File: config.mk
export PLATFORM = sky130hd
export DESIGN_NAME = wpal_cell
export DESIGN_NICKNAME = d
export VERILOG_FILES = /design/src/hw/rtl/wpal_pkg.sv /design/src/hw/rtl/wpal_cell.sv
export SDC_FILE = /design/constraint.sdc
export NUM_CORES = 1
export LEC_CHECK = 0
export ABC_AREA = 1
export BUFFER_PORTS_ARGS = -buffer_cell sky130_fd_sc_hd__buf_2
export CORE_MARGIN = 1
export CORE_UTILIZATION = 50
export DETAILED_ROUTE_END_ITERATION = 7
export HOLD_SLACK_MARGIN = 0.12
export PLACE_DENSITY = 0.81
export SKIP_LAST_GASP = 1
export SYNTH_ARGS = -nofsm -noshare
export SYNTH_HDL_FRONTEND = slang
export SYNTH_SLANG_ARGS = --single-unit
File: constraint.sdc
create_clock -name clk -period 2.1 [get_ports clk]
set_input_delay 0.21 -clock clk [delete_from_list [all_inputs] [get_ports clk]]
set_output_delay 0.21 -clock clk [all_outputs]
set_load 0.05 [all_outputs]
File: src/hw/rtl/wpal_pkg.sv
// shared constants and level codes for the windowed peak activity level block
// no dependencies
package wpal_pkg;

	// widths of the transaction fields and registers
	localparam int DATA_W   = 64;
	localparam int THR_W    = 10;
	localparam int LEVEL_W  = 2;
	localparam int CFG_IDX_W = 1;
	localparam int PROD_W   = DATA_W + THR_W;

	// default window length
	localparam int WINDOW_DEPTH_DEF = 32;

	// ratio scale: one in thousandths
	localparam logic [THR_W-1:0] PERMILLE_ONE = THR_W'(1000);

	// register reset values
	localparam logic [THR_W-1:0] HIGH_THR_RST = THR_W'(400);
	localparam logic [THR_W-1:0] LOW_THR_RST  = THR_W'(100);

	// register indexes
	localparam logic [CFG_IDX_W-1:0] REG_HIGH_THR = CFG_IDX_W'(0);
	localparam logic [CFG_IDX_W-1:0] REG_LOW_THR  = CFG_IDX_W'(1);

	// activity level codes
	localparam logic [LEVEL_W-1:0] LEVEL_QUIET = LEVEL_W'(0);
	localparam logic [LEVEL_W-1:0] LEVEL_MILD  = LEVEL_W'(1);
	localparam logic [LEVEL_W-1:0] LEVEL_SOME  = LEVEL_W'(2);
	localparam logic [LEVEL_W-1:0] LEVEL_HEAVY = LEVEL_W'(3);

endpackage

File: src/hw/rtl/wpal_cell.sv
// one slot of the delta window with its stage of the running peak
// depends on wpal_pkg
module wpal_cell (
	input  logic                        clk,
	input  logic                        arst_n,
	input  logic                        shift_en,
	input  logic [wpal_pkg::DATA_W-1:0] delta_in,
	input  logic [wpal_pkg::DATA_W-1:0] max_in,
	output logic [wpal_pkg::DATA_W-1:0] delta_out,
	output logic [wpal_pkg::DATA_W-1:0] max_out
);

	logic [wpal_pkg::DATA_W-1:0] delta_q;
	logic [wpal_pkg::DATA_W-1:0] max_q;

	// window slot, cleared at reset, shifts one place per recorded reading
	always_ff @(posedge clk or negedge arst_n) begin
		if (!arst_n) begin
			delta_q <= '0;
		end else if (shift_en) begin
			delta_q <= delta_in;
		end
	end

	// running peak handed on to the next cell every cycle
	always_ff @(posedge clk) begin
		max_q <= (delta_q > max_in) ? delta_q : max_in;
	end

	assign delta_out = delta_q;
	assign max_out   = max_q;

endmodule

==> results of run 1 <==
-- Yosys cell counts, drive strengths merged --
| cell type | count |
|---|---|
| dfrtp | 64 |
| dfxtp | 64 |
| nand4 | 7 |
| inv | 76 |
| nand2 | 187 |
| clkbuf | 3 |
| nand3b | 1 |
| nor4 | 1 |
| nor3 | 2 |
| a21o | 1 |
| o21a | 3 |
| a21oi | 29 |
| nand3 | 71 |
| nor2 | 17 |
| ha | 64 |
| buf | 24 |
| mux2 | 63 |
| o21ai | 8 |
-- state kept, by name (all words and copies together) (netlist names) --
signal and count:
max_out 64, delta_out 64
-- through the flow --
step / setup slack, ns / std cells / hold WS (ns) / TNS (ns)
detailed placement: -0.0599 / 1136 / 0.264 / -1.03
finish: -0.202 / 1320 / 0.223 / -9.67
floorplan: 0.00128 / 685 / -0.0856 / 0
global route: -0.293 / 1320 / 0.225 / -15.05
CTS: -0.0433 / 1301 / 0.0286 / -0.611
global placement: -0.0595 / 1136 / 0.263 / -0.326
-- worst max-delay path, delay by kind of cell, from the launching register on --
family          cells  cell delay (ns)
simple gates        6             0.77
flops               1             0.38
fa+ha+maj           1             0.32
buf+inv             1             0.16
compound gates      3             0.59
-- what timing repair did --
item / in CTS / in global routing
pin swaps: 4 / 27
hold buffers: 128 / 1
buffers inserted: 3 / 18
gates resized for setup: 17 / 92
hold endpoints to repair: 192 / 1
setup endpoints to repair: 64 / 64
cloned: 2 / 5
-- cell families after synthesis --
family	after synthesis	synth area share [%]
buffers and inverters	103	8.39
flip-flops	128	42.8
AND/OR/NAND/NOR	286	23.2
multiplexers	63	10.5
adder cells (fa/ha/maj)	64	11.9
AO/OA/AOI/OAI	41	3.25
-- layout make-up --
class                           count  area share (%)
Clock buffer                       26            4.40
Clock inverter                      6           0.293
Inverter                           76            2.57
Multi-Input combinational cell    454            34.5
Sequential cell                   128            26.2
Tap cell                          176            1.98
Timing Repair Buffer              454            30.1
-- power groups by stage --
stage,combinational [mW],clock (mW),sequential [mW]
after detailed placement,3.16,0,3.06
final,4.09,2.71,3.07
after global placement,3.11,0,3.05
after floorplan,0.977,0,4.39
after CTS,3.50,2.68,3.02
after global routing,4.24,2.81,3.09
-- worst min path at each step --
stage / end / slack, ns / cells past startpoint / start
5_1_grt: max_out[16]$_DFF_P_ / 0.22 / 3 / max_in[16]
3_3_place_gp: delta_out[16]$_DFFE_PN0P_ / 0.26 / 2 / arst_n
4_1_cts: max_out[54]$_DFF_P_ / 0.03 / 3 / max_in[54]
2_1_floorplan: delta_out[0]$_DFFE_PN0P_ / -0.09 / 0 / arst_n
6_report: max_out[16]$_DFF_P_ / 0.22 / 3 / max_in[16]
3_5_place_dp: delta_out[16]$_DFFE_PN0P_ / 0.26 / 2 / arst_n
-- per-layer routing --
metal  GRT usage, %  part of all wire [%]  vias to the layer above
met4           18.3                   5.8                        0
met1           40.6                    36                     3512
met2           61.5                    49                      596
li1               -                     -                     3138
met5              0                     0                        -
met3           9.64                   9.7                      152
==> flow_summary.yaml, run 1 <==
status:
  status: "finished with violations"
  violations: "setup timing"
logic_synthesis:
  synth_warnings: 0
  synth_area_leaders: "dfrtp_1 (24%), dfxtp_1 (19%), ha_1 (12%)"
  netlist_area_sq_um: 6740
  ys_ff_latch: 128
  synth_top_area_share_pct: 23.8
  postSynthAreaPerCell_sq_um: 9.84
  yosysTopAreaCell: "dfrtp_1"
  synth-seq-area-share_pct: 42.8
  synth_nets: 880
  synthCells: 685
  synthDistinctLibCells: 28
cts:
  htreeDepth: 4
  clock_sinks: 128
  cts_max_path_buffers: 2
  cts_buffers: 17
  clkTransAtPathRegs_ns: 0.06
  cts_tree: "done"
  cts-root-buf: "clkbuf_16"
  clk_latency_ns: 0.43
die:
  start_util_pct: 51.1
  core_sq_um: 13200
  dieArea_sq_um: 13900
  ios: 259
  die_h_um: 118
  fp-row-count: 42
  die_w_um: 118
detailed_routing:
  antenna_left: 0
  routed_via_density: 5.60
  remaining_drc_errors: 0
  firstDrtPassIters: 7
  drtIter0Drc: 629
  wire_per_inst_um: 21.5
  wirelength_um: 28400
  vias: 7398
placed_design:
  hpwl_um: 13100
  gp_congestion: 0.932
  dpl-instance-area_sq_um: 8390
  io_buffers: 258
layout:
  area_growth_syn_to_layout_pct: 65.0
  stdcell_area_sq_um: 11100
  fillerInstances: 603
  multi_input_area_sq_um: 3830
  antennaDiodeCount: 0
  nets: 1326
  finish.utilization_pct: 84.3
  seq_area_sq_um: 2910
  final_cell_mix: "buf_2 (253), nand2_1 (162), dlygate4sd3_1 (126)"
  drive_gt1_share_pct: 51.0
  final_common_cell: "buf_2"
pwr:
  leakagePower_nw: 5.67
  power_switching_mw: 4.05
  power_density_nw_per_um2: 888
  p_sw_share_pct: 41.1
  p_int_mw: 5.82
  seq_power_share_pct: 31.1
  power_frac_clock_pct: 27.5
  combPwrFrac_pct: 41.4
  power_mw: 9.87
  ir_drop_mv: 0.757
critical_path:
  critPathLaunch: "delta_out[63]$_DFFE_PN0P_"
  cp.required_ns: 2.46
  r2r_cells: 11
  r2r_setup_slack_ns: -0.20
  crit_fanout: 14
  criticalPathCategory: "reg2reg"
  arrival_ns: 2.66
  r2r-end: "max_out[30]$_DFF_P_"
  cp-endpoint: "max_out[30]$_DFF_P_"
  startpoint_type: "register"
  critPathCaptureType: "register"
  r2r-start: "delta_out[63]$_DFFE_PN0P_"
  crit_path_top_delay_cell: "dfrtp_1"
  slowest_delay_ns: 0.38
  path_cells: "ha_1 -> a21oi_1 -> o21ai_0 -> nor2_1 -> nand2_2 -> a21oi_4 -> nand2_8 -> nand2_8 -> buf_12 -> nand2_1 -> nand2_1"
timing:
  max_slew_margin_pct: 70.5
  hold_viol: 0
  drv_slew: 0
  finalCritPeriodShare_pct: 110
  rsz0062_at_grt: "yes"
  setup_ws_ns: -0.202
  setup_viol: 64
  skew_ns: 0.0132
  worst_pin_slew_ns: 0.442
  fmax_ghz: 0.434
  period_needed_ns: 2.30
global_route:
  antenna_found_initial: 0
  grt_max_degree: 66
  grt_pass1_vias: 7498
  track_usage_pct: 35.8
  grt_pass1_wl_um: 38200
  grt.overflow.total: 0
min_path:
  hp-class: "in2reg"
job:
  cap_violations: 0
(Power assumes the default switching activity.)
==> run 2, diff against run 1 <==
--- a/config.mk
+++ b/config.mk
@@ -7,6 +7,7 @@
 export LEC_CHECK = 0
 export ABC_AREA = 1
 export BUFFER_PORTS_ARGS = -buffer_cell sky130_fd_sc_hd__buf_2
+export CORE_ASPECT_RATIO = 0.5
 export CORE_MARGIN = 1
 export CORE_UTILIZATION = 50
 export DETAILED_ROUTE_END_ITERATION = 7
==> flow_summary.yaml, run 2 (same netlist as run 1, synthesis figures left out) <==
status:
  status: "finished with violations"
  violations: "DRC, setup timing"
timing:
  hold_viol: 0
  max_slew_margin_pct: 59.6
  setup_ws_ns: -0.688
  worst_pin_slew_ns: 0.606
  drv_slew: 0
  finalSetupTns_ns: -39.66
  skew_ns: 0.0109
  rsz0062_at_grt: "yes"
  period_needed_ns: 2.79
  fmax_ghz: 0.359
  finalCritPeriodShare_pct: 133
  setup_viol: 64
layout:
  drive_gt1_share_pct: 53.7
  stdcell_area_sq_um: 11300
  nets: 1318
  fillerInstances: 538
  final_common_cell: "buf_2"
  area_growth_syn_to_layout_pct: 68.4
  final_cell_mix: "buf_2 (252), dlygate4sd3_1 (126), nand2_1 (111)"
placed_design:
  dpl_worst_slack_ns: -0.119
  hpwl_um: 12900
  dpl-instance-area_sq_um: 8350
  io_buffers: 258
  gp_congestion: 0.834
critical_path:
  r2r_cells: 13
  cp.required_ns: 2.46
  path_cells: "ha_4 -> a21oi_1 -> o21ai_1 -> nand2_1 -> nand2_1 -> nand2_1 -> nand2_1 -> a21oi_4 -> nand2_8 -> nand2_8 -> clkbuf_16 -> nand2_1 -> nand2_1"
  startpoint_type: "register"
  crit_top_cell: "nand2_1"
  crit_path_top_delay_cell: "a21oi_1"
  crit_fanout: 10
  slowest_delay_ns: 0.50
  arrival_ns: 3.14
  critPathCaptureType: "register"
  criticalPathCategory: "reg2reg"
pwr:
  combPwrFrac_pct: 38.8
  power_density_nw_per_um2: 945
  p_sw_share_pct: 39.5
  seq_power_share_pct: 28.7
  power_frac_clock_pct: 32.5
  leakagePower_nw: 5.81
  p_int_mw: 6.48
  ir_drop_mv: 0.685
  power_mw: 10.7
  power_switching_mw: 4.24
cts:
  cts-root-buf: "clkbuf_16"
  clock_sinks: 128
  htreeDepth: 4
  cts_tree: "done"
  cts_max_path_buffers: 2
  clkTransAtPathRegs_ns: 0.06
  clk_latency_ns: 0.42
  cts_buffers: 17
global_route:
  grt.overflow.total: 0
  antenna_found_initial: 1
  grt_pass1_vias: 7262
  track_usage_pct: 33.1
  grt_max_degree: 66
  grt_pass1_wl_um: 35900
detailed_routing:
  drtIter0Drc: 801
  routed_via_density: 5.80
  antenna_left: 0
  wirelength_um: 29800
  remaining_drc_errors: 18
  vias: 7576
  firstDrtPassIters: 8
  wire_per_inst_um: 22.8
die:
  die_w_um: 166
  core_sq_um: 12900
  ios: 259
  die_h_um: 84.1
  start_util_pct: 52.2
  fp-row-count: 29
  dieArea_sq_um: 14000
min_path:
  hp-class: "in2reg"
  whs_path_depth: 3
job:
  cap_violations: 0
run 2: power groups by stage:
stage	sequential [mW]	combinational, mW	clock [mW]
after floorplan	4.39	0.977	0
after global placement	3.05	3.06	0
after detailed placement	3.07	3.13	0
after CTS	3.02	3.40	3.42
after global routing	3.10	4.30	3.60
final	3.08	4.16	3.48
run 2: final cells by class:
class | instances | area [sq um] | share of cell area [%]
inverters | 76 | 285 | 2.51
multi-input cells | 455 | 3900 | 34.4
clock inverters | 13 | 234 | 2.06
diodes | 1 | 2.50 | 0.0221
flip-flops and latches | 128 | 2910 | 25.7
well taps | 170 | 213 | 1.88
repair buffers | 445 | 3350 | 29.6
clock buffers | 19 | 443 | 3.90
run 2: repair_timing:
item	4_1_cts	5_1_grt
setup buffers	0	20
endpoints found under the setup margin	59	64
hold buffers	129	0
cloned	1	10
hold endpoints to repair	148	0
pin swaps	2	47
resized for setup	12	137
run 2: final timing paths:
kind                       slack [ns]                 startpoint                        end
min in group asynchronous        0.33                     arst_n   delta_out[8]$_DFFE_PN0P_
max in group asynchronous        1.07                     arst_n  delta_out[43]$_DFFE_PN0P_
min                              0.16                  max_in[8]         max_out[8]$_DFF_P_
max reg2reg                     -0.69  delta_out[51]$_DFFE_PN0P_        max_out[41]$_DFF_P_
max                             -0.69  delta_out[51]$_DFFE_PN0P_        max_out[41]$_DFF_P_
min reg2reg                      0.54  delta_out[31]$_DFFE_PN0P_        max_out[31]$_DFF_P_
run 2: critical path, delay by kind of cell, from the launching register on:
kind / cells / cell delay (ns)
buf+inv: 1 / 0.18
flops: 1 / 0.44
simple gates: 8 / 0.93
compound gates: 3 / 0.93
fa+ha+maj: 1 / 0.24
run 2: metrics by stage:
step	utilization [%]	instances	hold slack, ns
floorplan	-	685	-0.0856
CTS	80.5	1283	0.359
global route	87.8	1306	0.171
finish	87.8	1307	0.160
detailed placement	64.6	1121	0.247
global placement	64.6	1121	0.236
run 2: per-layer routing:
layer / GRT usage, % / share of wire [%] / routed length (um)
met4: 23.9 / 8.1 / 2430
met2: 59.3 / 46 / 13600
met3: 6.31 / 9.9 / 2950
met1: 35.5 / 36 / 10800
met5: 0 / 0.034 / 10
==> run 3, diff against run 2 <==
--- a/config.mk
+++ b/config.mk
@@ -8,7 +8,7 @@
 export ABC_AREA = 1
 export BUFFER_PORTS_ARGS = -buffer_cell sky130_fd_sc_hd__buf_2
 export CORE_ASPECT_RATIO = 0.5
-export CORE_MARGIN = 1
+export CORE_MARGIN = 8
 export CORE_UTILIZATION = 50
 export DETAILED_ROUTE_END_ITERATION = 7
 export HOLD_SLACK_MARGIN = 0.12
==> flow_summary.yaml, run 3 (same netlist as run 1, synthesis figures left out) <==
status:
  status: "finished with violations"
  violations: "setup timing"
job:
  cap_violations: 0
critical_path:
  startpoint_type: "input pin"
  r2r_cells: 11
  criticalPathCategory: "in2reg"
  cp.required_ns: 2.45
  crit_fanout: 7
  crit_top_cell: "nand2_1"
  arrival_ns: 2.74
  crit_path_top_delay_cell: "dlygate4sd3_1"
  critPathCaptureType: "register"
  path_cells: "dlygate4sd3_1 -> buf_2 -> inv_1 -> ha_1 -> nand2_1 -> nor2_1 -> nand2_2 -> nor2_2 -> buf_4 -> nand4_4 -> buf_12 -> nand2_8 -> buf_12 -> nand2_1 -> nand2_1"
  slowest_delay_ns: 0.52
pwr:
  ir_drop_mv: 0.579
  p_int_mw: 6.23
  p_sw_share_pct: 39.9
  combPwrFrac_pct: 38.6
  power_switching_mw: 4.14
  power_density_nw_per_um2: 932
  power_frac_clock_pct: 31.6
  leakagePower_nw: 5.71
  seq_power_share_pct: 29.8
  power_mw: 10.4
min_path:
  whs_path_depth: 3
  hp-class: "in2reg"
timing:
  setup_viol: 64
  finalSetupTns_ns: -15.19
  rsz0062_at_grt: "yes"
  drv_slew: 0
  finalCritPeriodShare_pct: 114
  setup_ws_ns: -0.286
  fmax_ghz: 0.419
  whs_ns: 0.162
  hold_viol: 0
  period_needed_ns: 2.39
  max_slew_margin_pct: 72.7
  worst_pin_slew_ns: 0.409
  skew_ns: 0.0111
placed_design:
  gp_congestion: 0.794
  dpl-instance-area_sq_um: 8240
  placed_cells: 1113
  hpwl_um: 14200
  io_buffers: 258
  dpl_worst_slack_ns: -0.0446
global_route:
  antenna_found_initial: 2
  track_usage_pct: 26.5
  grt_max_degree: 66
  grt_pass1_wl_um: 37900
  grt_pass1_vias: 7329
  grt.overflow.total: 0
layout:
  multi_input_area_sq_um: 3800
  final_common_cell: "buf_2"
  seq_area_sq_um: 2910
  drive_gt1_share_pct: 52.0
  fillerInstances: 634
  finish.utilization_pct: 83.2
  nets: 1309
  final_cells: 1305
  stdcell_area_sq_um: 11100
  final_cell_mix: "buf_2 (254), dlygate4sd3_1 (127), nand2_1 (126)"
  area_growth_syn_to_layout_pct: 65.1
die:
  die_w_um: 180
  ios: 259
  die_h_um: 98.1
  fp-row-count: 30
  dieArea_sq_um: 17700
  core_sq_um: 13400
  start_util_pct: 50.4
detailed_routing:
  wire_per_inst_um: 23.0
  drtIter0Drc: 676
  firstDrtPassIters: 5
  remaining_drc_errors: 0
  routed_via_density: 5.71
  vias: 7452
  antenna_left: 0
  wirelength_um: 30000
cts:
  htreeDepth: 4
  cts_max_path_buffers: 2
  cts-root-buf: "clkbuf_16"
  cts_buffers: 17
  cts_tree: "done"
  clk_latency_ns: 0.41
  clock_sinks: 128
  clkTransAtPathRegs_ns: 0.06
==> run 3: path summary, 6_finish.rpt <==
kind	slack (ns)	end	startpoint
worst max-delay path	-0.29	max_out[0]$_DFF_P_	max_in[27]
worst max register to register	-0.25	max_out[0]$_DFF_P_	delta_out[61]$_DFFE_PN0P_
worst min register to register	0.54	max_out[45]$_DFF_P_	delta_out[45]$_DFFE_PN0P_
worst min-delay path	0.16	max_out[3]$_DFF_P_	max_in[3]
min in group asynchronous	0.38	delta_out[20]$_DFFE_PN0P_	arst_n
max in group asynchronous	1.38	delta_out[42]$_DFFE_PN0P_	arst_n
==> run 3: area by class of cell <==
type | count | share of cell area [%]
inverters | 76 | 2.57
multi-input cells | 455 | 34.2
diodes | 2 | 0.0450
repair buffers | 436 | 29.4
clock inverters | 10 | 1.42
flip-flops and latches | 128 | 26.2
well taps | 176 | 1.98
clock buffers | 22 | 4.26
==> run 3: what timing repair did <==
action                                  CTS  global route
pin swaps                                 3            27
setup buffers                             5            16
gates resized for setup                  10           114
hold endpoints to repair                192             0
cloned                                    1            12
endpoints found under the setup margin   62            64
hold buffers                            129             0
==> run 3: power groups by stage <==
stage / registers [mW] / clock network [mW] / logic (mW)
2_1_floorplan: 4.39 / 0 / 0.977
3_3_place_gp: 3.07 / 0 / 3.02
3_5_place_dp: 3.09 / 0 / 3.09
4_1_cts: 3.05 / 3.20 / 3.39
5_1_grt: 3.12 / 3.38 / 4.17
6_report: 3.09 / 3.27 / 4.00
==> run 3: routing by layer <==
layer | vias up | track usage [%] | wire length, um
li1 | 3114 | - | -
met1 | 3479 | 27.6 | 10300
met2 | 626 | 48.7 | 14200
met3 | 233 | 6.78 | 3110
met4 | 0 | 14.6 | 2320
met5 | - | 0 | 0
==> run 3: worst max-delay path, delay by kind of cell <==
| family | cells | cell delay, ns |
|---|---|---|
| and+or+nand+nor | 8 | 0.97 |
| adders and majority gates | 1 | 0.32 |
| buffers and inverters | 6 | 1.21 |
